## src/design/assert_macros.svh

```systemverilog
// Assertion macros shared by the collision search RTL.
`ifndef ASSERT_MACROS_SVH
`define ASSERT_MACROS_SVH

`ifndef NO_ASSERTIONS

// Same-cycle implication, checked on every clock edge outside reset.
`define ASSERT_IMPLIES(name, pre, post) \
  name: assert property (@(posedge clk_i) disable iff (!rst_ni) (pre) |-> (post)) \
    else $error("same-cycle implication failed");

// Next-cycle implication, checked on every clock edge outside reset.
`define ASSERT_NEXT(name, pre, post) \
  name: assert property (@(posedge clk_i) disable iff (!rst_ni) (pre) |=> (post)) \
    else $error("next-cycle implication failed");

`else

`define ASSERT_IMPLIES(name, pre, post)
`define ASSERT_NEXT(name, pre, post)

`endif

`endif

```

## src/design/hcs_pkg.sv

```systemverilog
// Types, constants and hash helper functions for the collision search block.
package hcs_pkg;

  // Field widths.
  localparam int CHAR_W     = 7;
  localparam int MAX_CHARS  = 7;
  localparam int PREFIX_W   = CHAR_W * MAX_CHARS;
  localparam int SUFFIX_W   = 3 * CHAR_W;
  localparam int HASH_W     = 32;
  localparam int SLOTOUT_W  = 16;
  localparam int PLEN_W     = 3;
  localparam int LIMIT_W    = 16;
  localparam int CFG_IDX_W  = 2;
  localparam int CFG_DATA_W = 32;

  // Hash constants.
  localparam logic [HASH_W-1:0] INV_1025 = 32'd3222273025;
  localparam logic [CHAR_W-1:0] CHAR_LO   = 7'd32;
  localparam logic [CHAR_W-1:0] CHAR_LAST = 7'd126;
  localparam int SHL_AMT = 10;
  localparam int SHR_AMT = 6;

  // Register reset values.
  localparam logic [PLEN_W-1:0]  PLEN_RESET  = 3'd7;
  localparam logic [LIMIT_W-1:0] LIMIT_RESET = 16'd1;

  // Request queue between front and back.
  localparam int QUEUE_DEPTH = 2;
  localparam int PTR_W       = $clog2(QUEUE_DEPTH);

  typedef enum logic [1:0] {
    CMD_LOAD    = 2'd0,
    CMD_TEST    = 2'd1,
    CMD_RESTART = 2'd2
  } cmd_e;

  typedef enum logic [2:0] {
    ST_LOADED    = 3'd0,
    ST_NO_MATCH  = 3'd1,
    ST_MATCH     = 3'd2,
    ST_LIMIT     = 3'd3,
    ST_EXHAUSTED = 3'd4
  } status_e;

  typedef enum logic [CFG_IDX_W-1:0] {
    CFG_TARGET_HASH   = 2'd0,
    CFG_PREFIX_LENGTH = 2'd1,
    CFG_MATCH_LIMIT   = 2'd2
  } cfg_idx_e;

  typedef enum logic [2:0] {
    BK_CLEAR,
    BK_IDLE,
    BK_UNXOR,
    BK_UNSUB,
    BK_HASH,
    BK_READ,
    BK_DONE
  } back_state_e;

  typedef struct packed {
    logic [1:0]        command;
    logic [CHAR_W-1:0] suffix_char0;
    logic [CHAR_W-1:0] suffix_char1;
    logic [CHAR_W-1:0] suffix_char2;
  } in_item_t;

  typedef struct packed {
    status_e              status;
    logic [PREFIX_W-1:0]  prefix_text;
    logic [SUFFIX_W-1:0]  suffix_text;
    logic [HASH_W-1:0]    work_hash;
    logic [SLOTOUT_W-1:0] table_slot;
  } out_item_t;

  typedef struct packed {
    logic [HASH_W-1:0]  target_hash;
    logic [PLEN_W-1:0]  prefix_length;
    logic [LIMIT_W-1:0] match_limit;
  } cfg_t;

  // Classified request as held in the queue.
  typedef struct packed {
    cmd_e                kind;
    logic [SUFFIX_W-1:0] suffix;
  } queue_item_t;

  typedef struct packed {
    logic        valid;
    queue_item_t item;
  } head_t;

  typedef struct packed {
    logic pop;
    logic clearing;
  } back_status_t;

  // One table entry.
  typedef struct packed {
    logic                valid;
    logic [SUFFIX_W-1:0] suffix;
    logic [HASH_W-1:0]   hash;
  } entry_t;

  // Inverse of h ^= h >> 6 in closed form.
  function automatic logic [HASH_W-1:0] unxor(input logic [HASH_W-1:0] y);
    logic [HASH_W-1:0] x;
    x = y;
    for (int k = 1; k < 6; k++) begin
      x = x ^ (y >> (SHR_AMT * k));
    end
    return x;
  endfunction

  // One forward character step of the hash.
  function automatic logic [HASH_W-1:0] hash_step(input logic [HASH_W-1:0] h,
                                                  input logic [CHAR_W-1:0] c);
    logic [HASH_W-1:0] a;
    logic [HASH_W-1:0] b;
    a = h + HASH_W'(c);
    b = a + (a << SHL_AMT);
    return b ^ (b >> SHR_AMT);
  endfunction

endpackage

```

## src/design/hcs_front.sv

```systemverilog
// Request front end: classifies commands and queues them for the back end.
module hcs_front (
  input  logic                 clk_i,
  input  logic                 rst_ni,
  input  logic                 in_valid_i,
  output logic                 in_stall_o,
  input  hcs_pkg::in_item_t    in_data_i,
  input  hcs_pkg::back_status_t status_i,
  output hcs_pkg::head_t       head_o
);
  import hcs_pkg::*;

  localparam int CNT_W = PTR_W + 1;

  queue_item_t      q_mem [QUEUE_DEPTH];
  queue_item_t      item;
  logic [PTR_W-1:0] wr_ptr_q, wr_ptr_d;
  logic [PTR_W-1:0] rd_ptr_q, rd_ptr_d;
  logic [CNT_W-1:0] count_q, count_d;
  logic             full;
  logic             push;

  // Classify the incoming request; any code with the upper bit set restarts.
  always_comb begin
    item.suffix = {in_data_i.suffix_char2, in_data_i.suffix_char1, in_data_i.suffix_char0};
    unique case (in_data_i.command)
      CMD_LOAD: item.kind = CMD_LOAD;
      CMD_TEST: item.kind = CMD_TEST;
      default:  item.kind = CMD_RESTART;
    endcase
  end

  // Queue control.
  assign full       = (count_q == CNT_W'(QUEUE_DEPTH));
  assign in_stall_o = full || status_i.clearing;
  assign push       = in_valid_i && !in_stall_o;

  always_comb begin
    wr_ptr_d = push       ? wr_ptr_q + 1'b1 : wr_ptr_q;
    rd_ptr_d = status_i.pop ? rd_ptr_q + 1'b1 : rd_ptr_q;
    count_d  = count_q + CNT_W'(push) - CNT_W'(status_i.pop);
  end

  always_ff @(posedge clk_i or negedge rst_ni) begin
    if (!rst_ni) begin
      wr_ptr_q <= '0;
      rd_ptr_q <= '0;
      count_q  <= '0;
    end else begin
      wr_ptr_q <= wr_ptr_d;
      rd_ptr_q <= rd_ptr_d;
      count_q  <= count_d;
    end
  end

  // Queue storage.
  always_ff @(posedge clk_i) begin
    if (push) begin
      q_mem[wr_ptr_q] <= item;
    end
  end

  assign head_o.valid = (count_q != '0);
  assign head_o.item  = q_mem[rd_ptr_q];

`include "assert_macros.svh"

  `ASSERT_IMPLIES(a_no_push_full, push, count_q != CNT_W'(QUEUE_DEPTH))
  `ASSERT_IMPLIES(a_no_pop_empty, status_i.pop, count_q != '0)
  `ASSERT_IMPLIES(a_stall_clearing, status_i.clearing, in_stall_o)

endmodule

```

## config.mk

```make
export PLATFORM = sky130hd
export DESIGN_NAME = hcs_front
export DESIGN_NICKNAME = d
export VERILOG_FILES = /design/src/design/hcs_pkg.sv /design/src/design/hcs_front.sv
export VERILOG_INCLUDE_DIRS = /design/src /design/src/design
export SDC_FILE = /design/constraint.sdc
export NUM_CORES = 1
export LEC_CHECK = 0
export ABC_AREA = 1
export BUFFER_PORTS_ARGS = -buffer_cell sky130_fd_sc_hd__buf_4
export CORE_UTILIZATION = 51
export DETAILED_ROUTE_END_ITERATION = 12
export GPL_ROUTABILITY_DRIVEN = 0
export HOLD_SLACK_MARGIN = 0.08
export PLACE_DENSITY = 0.88
export SYNTH_ARGS = -nofsm -noshare
export SYNTH_HDL_FRONTEND = slang
export SYNTH_SLANG_ARGS = --single-unit
```

## constraint.sdc

```tcl
create_clock -name clk_i -period 2.55 [get_ports clk_i]
set_clock_uncertainty 0.1 [all_clocks]
set_input_delay 0.51 -clock clk_i [delete_from_list [all_inputs] [get_ports clk_i]]
set_output_delay 0.51 -clock clk_i [all_outputs]
set_load 0.03 [all_outputs]
```

* After elaboration in Yosys (flattened, before gate mapping)
Memory sizes are Yosys's and may differ from the RTL's.
Index checks and enable logic that the tools add are counted.
** Word-level totals
- Bits in registers :: 4
- Bits in writable memories :: 46
- Bits of input ports :: 28
- Output and inout bits :: 25
- Logic and storage cells :: 18
- Memories kept :: 1
** Memories
- q_mem :: depth 2, bits a word 23, rd ports 1, clocked after Yosys merged registers in 0, write ports 1, line hcs_front.sv:15 : queue_item_t q_mem [QUEUE_DEPTH];
** Cells by class
- $add $sub $neg :: 4
- Eq/ne operators :: 2
- Muxes and demuxes :: 3
- Reduce and logical (&&, ||, !) cells :: 5
** Operators by type and width (number)
- $pmux W2 S2 :: 1
- $add A1 B1 Y1 const B :: 2
- $add A2 B1 Y2 :: 1
- $eq A2 B1 Y1 const B :: 1
- $eq A2 B2 Y1 const B :: 1
- $logic_not A2 Y1 :: 1
- $mux W1 :: 2
- $reduce_bool A2 Y1 :: 1
- $sub A2 B1 Y2 :: 1
- $logic_and A1 B1 Y1 :: 1
- $logic_not A1 Y1 :: 1
- $logic_or A1 B1 Y1 :: 1

* Longest topological paths before layout
- Word-level depth :: 6
- Mapped depth :: 9

* Worst setup path before layout
OpenSTA, ideal clock, no wires.
- Path type :: input to register
- Start point :: input status_i[0] in the netlist's numbering
- End point :: memory q_mem[1][0] in the netlist's numbering, enable pin
- Setup time :: 0.403 ns
- Arrival :: 1.692 ns
- Data required time :: 2.047 ns
- Setup slack :: 0.355 ns
- Cell stages on the path :: 3
- Path through :: inv_1 > nand3_1 > nor2_1
** On the way
- Word-level cells in the longest chain between the ends :: 5
** Ends and longest elaborated chain
- start, declared :: line hcs_front.sv:8 : input hcs_pkg::back_status_t status_i,
- $logic_or A1 B1 Y1 :: line hcs_front.sv:35 : assign in_stall_o = full || status_i.clearing;
- $logic_not A1 Y1 :: line hcs_front.sv:36 : assign push = in_valid_i && !in_stall_o;
- $logic_and A1 B1 Y1 :: line hcs_front.sv:36
- $mux W1 :: line hcs_front.sv:58 : if (push) begin
- $mux W1 (implied by the code) :: line hcs_front.sv:59 : q_mem[wr_ptr_q] <= item;
- end, declared :: line hcs_front.sv:15
Every way passes these cells.

==> results.md <==
- Status: finished clean
- Worst skew pair latency: ~0.29 ns
- Slowest CP cell: dfrtp_1
- Max frequency: ~500 MHz
- Seq/Total Area, Yosys: approximately 74%
- Yosys cell types: 15
- Area of the multi-input gates: 337 um2
- Pre-CTS WS: 0.705 ns
- Total congestion overflow: 0
- Setup slack after layout: 0.547 ns
- Crit path DAT: roughly 1.4 ns
- Post-CTS setup repair buffer count: 0
- Leakage power: approximately 1.1 nW
- Min Clock Period, post-route: 2.00 ns
- Worst Path Required: 1.94 ns
- Crit path max fanout: 29
- EDFF count, synth: 46
- RSZ-0062 raised after global routing: no
- Post-synth top flop: edfxtp_1
- Crit-path max cell delay: about 0.38 ns
- Setup TNS: 0 ns
- TritonCTS Buffers: 5
- Post-Synthesis Cells: approximately 150
- Ranking of synthesized cells by area: edfxtp_1 (69%), nand2_1 (6.2%), inv_1 (6.0%)
- Relative slew margins: about three quarters
- Detail Route Antenna Nets: 0
- CTS max path bufs: 2
- Tot Pwr: ~2.8 mW
- CP Cell Sequence: buf_4 > o21ai_0 > buf_4
- Total Routed Length: 3.11 mm
- #FFs+latches synth: 50
- Nets: between 200 and 250
- HP Class: in2reg
- Die width: ~64 um
- Number of fill cells: 254
- Starting Density: a little over half
- Setup CP Type: reg2out
- Tot GR Track Use: 16.6%
- Wire per inst: approximately 12 um
- Antenna diodes: 0
- Die Area: around 0.0042 mm2
- Synth Area per Inst: about 13 um2
- Core box area: between 0.003 and 0.004 mm2
- Vias: about 1200
- Synth-to-Final Area Change: 28.7%
- TritonCTS clock tree: yes
- Mapped Area: between 0.0015 and 0.002 mm2
- Final setup viols: 0
- Yosys top cell by area: edfxtp_1
- WHS: ~0.29 ns
- Cell Rows: 22
- Worst Setup End Kind: output port
- Placed Cells: 250
- Initial antenna violation count: 0
- Non-Filler Instances: around 260
- TritonRoute pass-1 iters: 4
- Final Hold Vio Count: 0
- Ys Warns: 0
- H-tree lvl count: 2
- 1st-iter DRT viols: 35
- Ys async rst share: roughly 8.0%
- Clock Tree Root: clkbuf_8
- Via-to-Cell Ratio: ~4.6
- First-pass GRT wire length: between 4 and 5 mm
- Max Slew Vio Count: 0
- Vias in the first global route: 1093
- Synth top area share: between 60% and 70%
- Largest net degree at the start of global routing: 30
- Syn nets: between 150 and 200
- Most common cell on crit path: buf_4
- Tcrit/Tclk final: 78.5%
- Clk slew on worst S/H paths: about 0.08 ns
- Height of the die: 64.5 um
- IO Port Bufs: 52
- Maximum VDD drop: about 0.00063 V
- Reg area: 0.00148 mm2
- Ports: between 50 and 60
- DR DRC count: 0
- Synth cell count leaders: edfxtp_1 (46), nand2_1 (33), inv_1 (32), o21ai_2 (10), o21ai_1 (7)
- Max_cap viols: 0
- Crit start category: flop
- Count leader, synth: edfxtp_1
- Layout cells sized above 1: 35.1%
- Sink Count: 50
- Worst Max-Slew Pin Slew: 0.362 ns
- Pwr Density: around 1100 mW/mm2
- Dpl hpwl: about 2.2 mm
==> what timing repair did <==
| action | CTS | global route |
|---|---|---|
| resized for setup | 0 | 0 |
| hold buffers | 1 | 0 |
| endpoints found under the hold margin | 4 | 0 |
==> cell usage in the layout, fill, tap and decap left out, drive strengths merged <==
cell,netlist,final
buf,5,56
edfxtp,46,46
nand2,33,33
inv,32,32
o21ai,23,23
clkbuf,1,5
dfrtp,4,4
nand3,2,2
ha,2,2
bufinv,0,2
nor2,2,2
nand4,1,1
xor2,1,1
clkinv,0,1
dlygate4sd3,0,1
==> cells by family after synthesis <==
| logic type | Yosys count | share of synthesized area (%) |
|---|---|---|
| compound gates | 23 | 7.67 |
| buf+inv | 38 | 8.74 |
| fa+ha+maj | 2 | 1.26 |
| flops | 50 | 74.5 |
| simple gates | 38 | 7.42 |
| xor+xnor | 1 | 0.440 |
==> metrics by stage <==
stage / util (%) / area (um2)
2_1_floorplan: - / 1990
3_3_place_gp: 65.6 / 2420
3_5_place_dp: 65.6 / 2420
4_1_cts: 69.4 / 2560
5_1_grt: 69.4 / 2560
6_report: 69.4 / 2560
==> metal layers <==
metal  vias up  GRT usage, %  share of wire, %
met5         -             0                 0
li1        615             -                 -
met3         7          4.93               4.4
met1       536          18.3                40
met4         0          9.17               2.2
met2        28          28.4                54
==> worst max-delay path, delay by kind of cell, from the launching register on <==
| family | cells | cell delay (ns) |
|---|---|---|
| DFF | 1 | 0.38 |
| AOI/OAI and AO/OA | 1 | 0.28 |
| buffers and inverters | 2 | 0.44 |
==> cell type report <==
| cell class | instances | share of cell area [%] |
|---|---|---|
| clock buffers | 5 | 2.69 |
| clock inverters | 3 | 2.49 |
| well taps | 48 | 2.34 |
| multi-input cells | 64 | 13.1 |
| repair buffers | 57 | 16.8 |
| flip-flops and latches | 50 | 57.8 |
| inverters | 32 | 4.69 |
==> flip-flops by register name, summed over array words and instances, names as in the netlist <==
register	count
count_q	2
q_mem	46
rd_ptr_q	1
wr_ptr_q	1
==> worst paths after layout <==
path | startpoint | end | slack [ns] | depth (start not counted)
setup / recovery | rd_ptr_q | head_o[18] | 0.55 | 3
hold / removal | in_data_i[13] | q_mem[1][13] | 0.29 | 1
setup reg to reg | count_q[1] | q_mem[0][16] | 0.92 | 4
hold reg to reg | wr_ptr_q | wr_ptr_q | 0.39 | 2
max in group asynchronous | rst_ni | count_q[0] | 1.81 | 2
min in group asynchronous | rst_ni | wr_ptr_q | 0.44 | 2
==> power by group <==
part / leakage, nW / internal [mW] / total, mW / switching, mW
Clock: 0.0658 / 0.388 / 0.623 / 0.235
Sequential: 0.468 / 1.03 / 1.07 / 0.0366
Combinational: 0.597 / 0.396 / 1.15 / 0.755
Total: 1.13 / 1.81 / 2.84 / 1.03
Power figures use the tool's default switching activity.
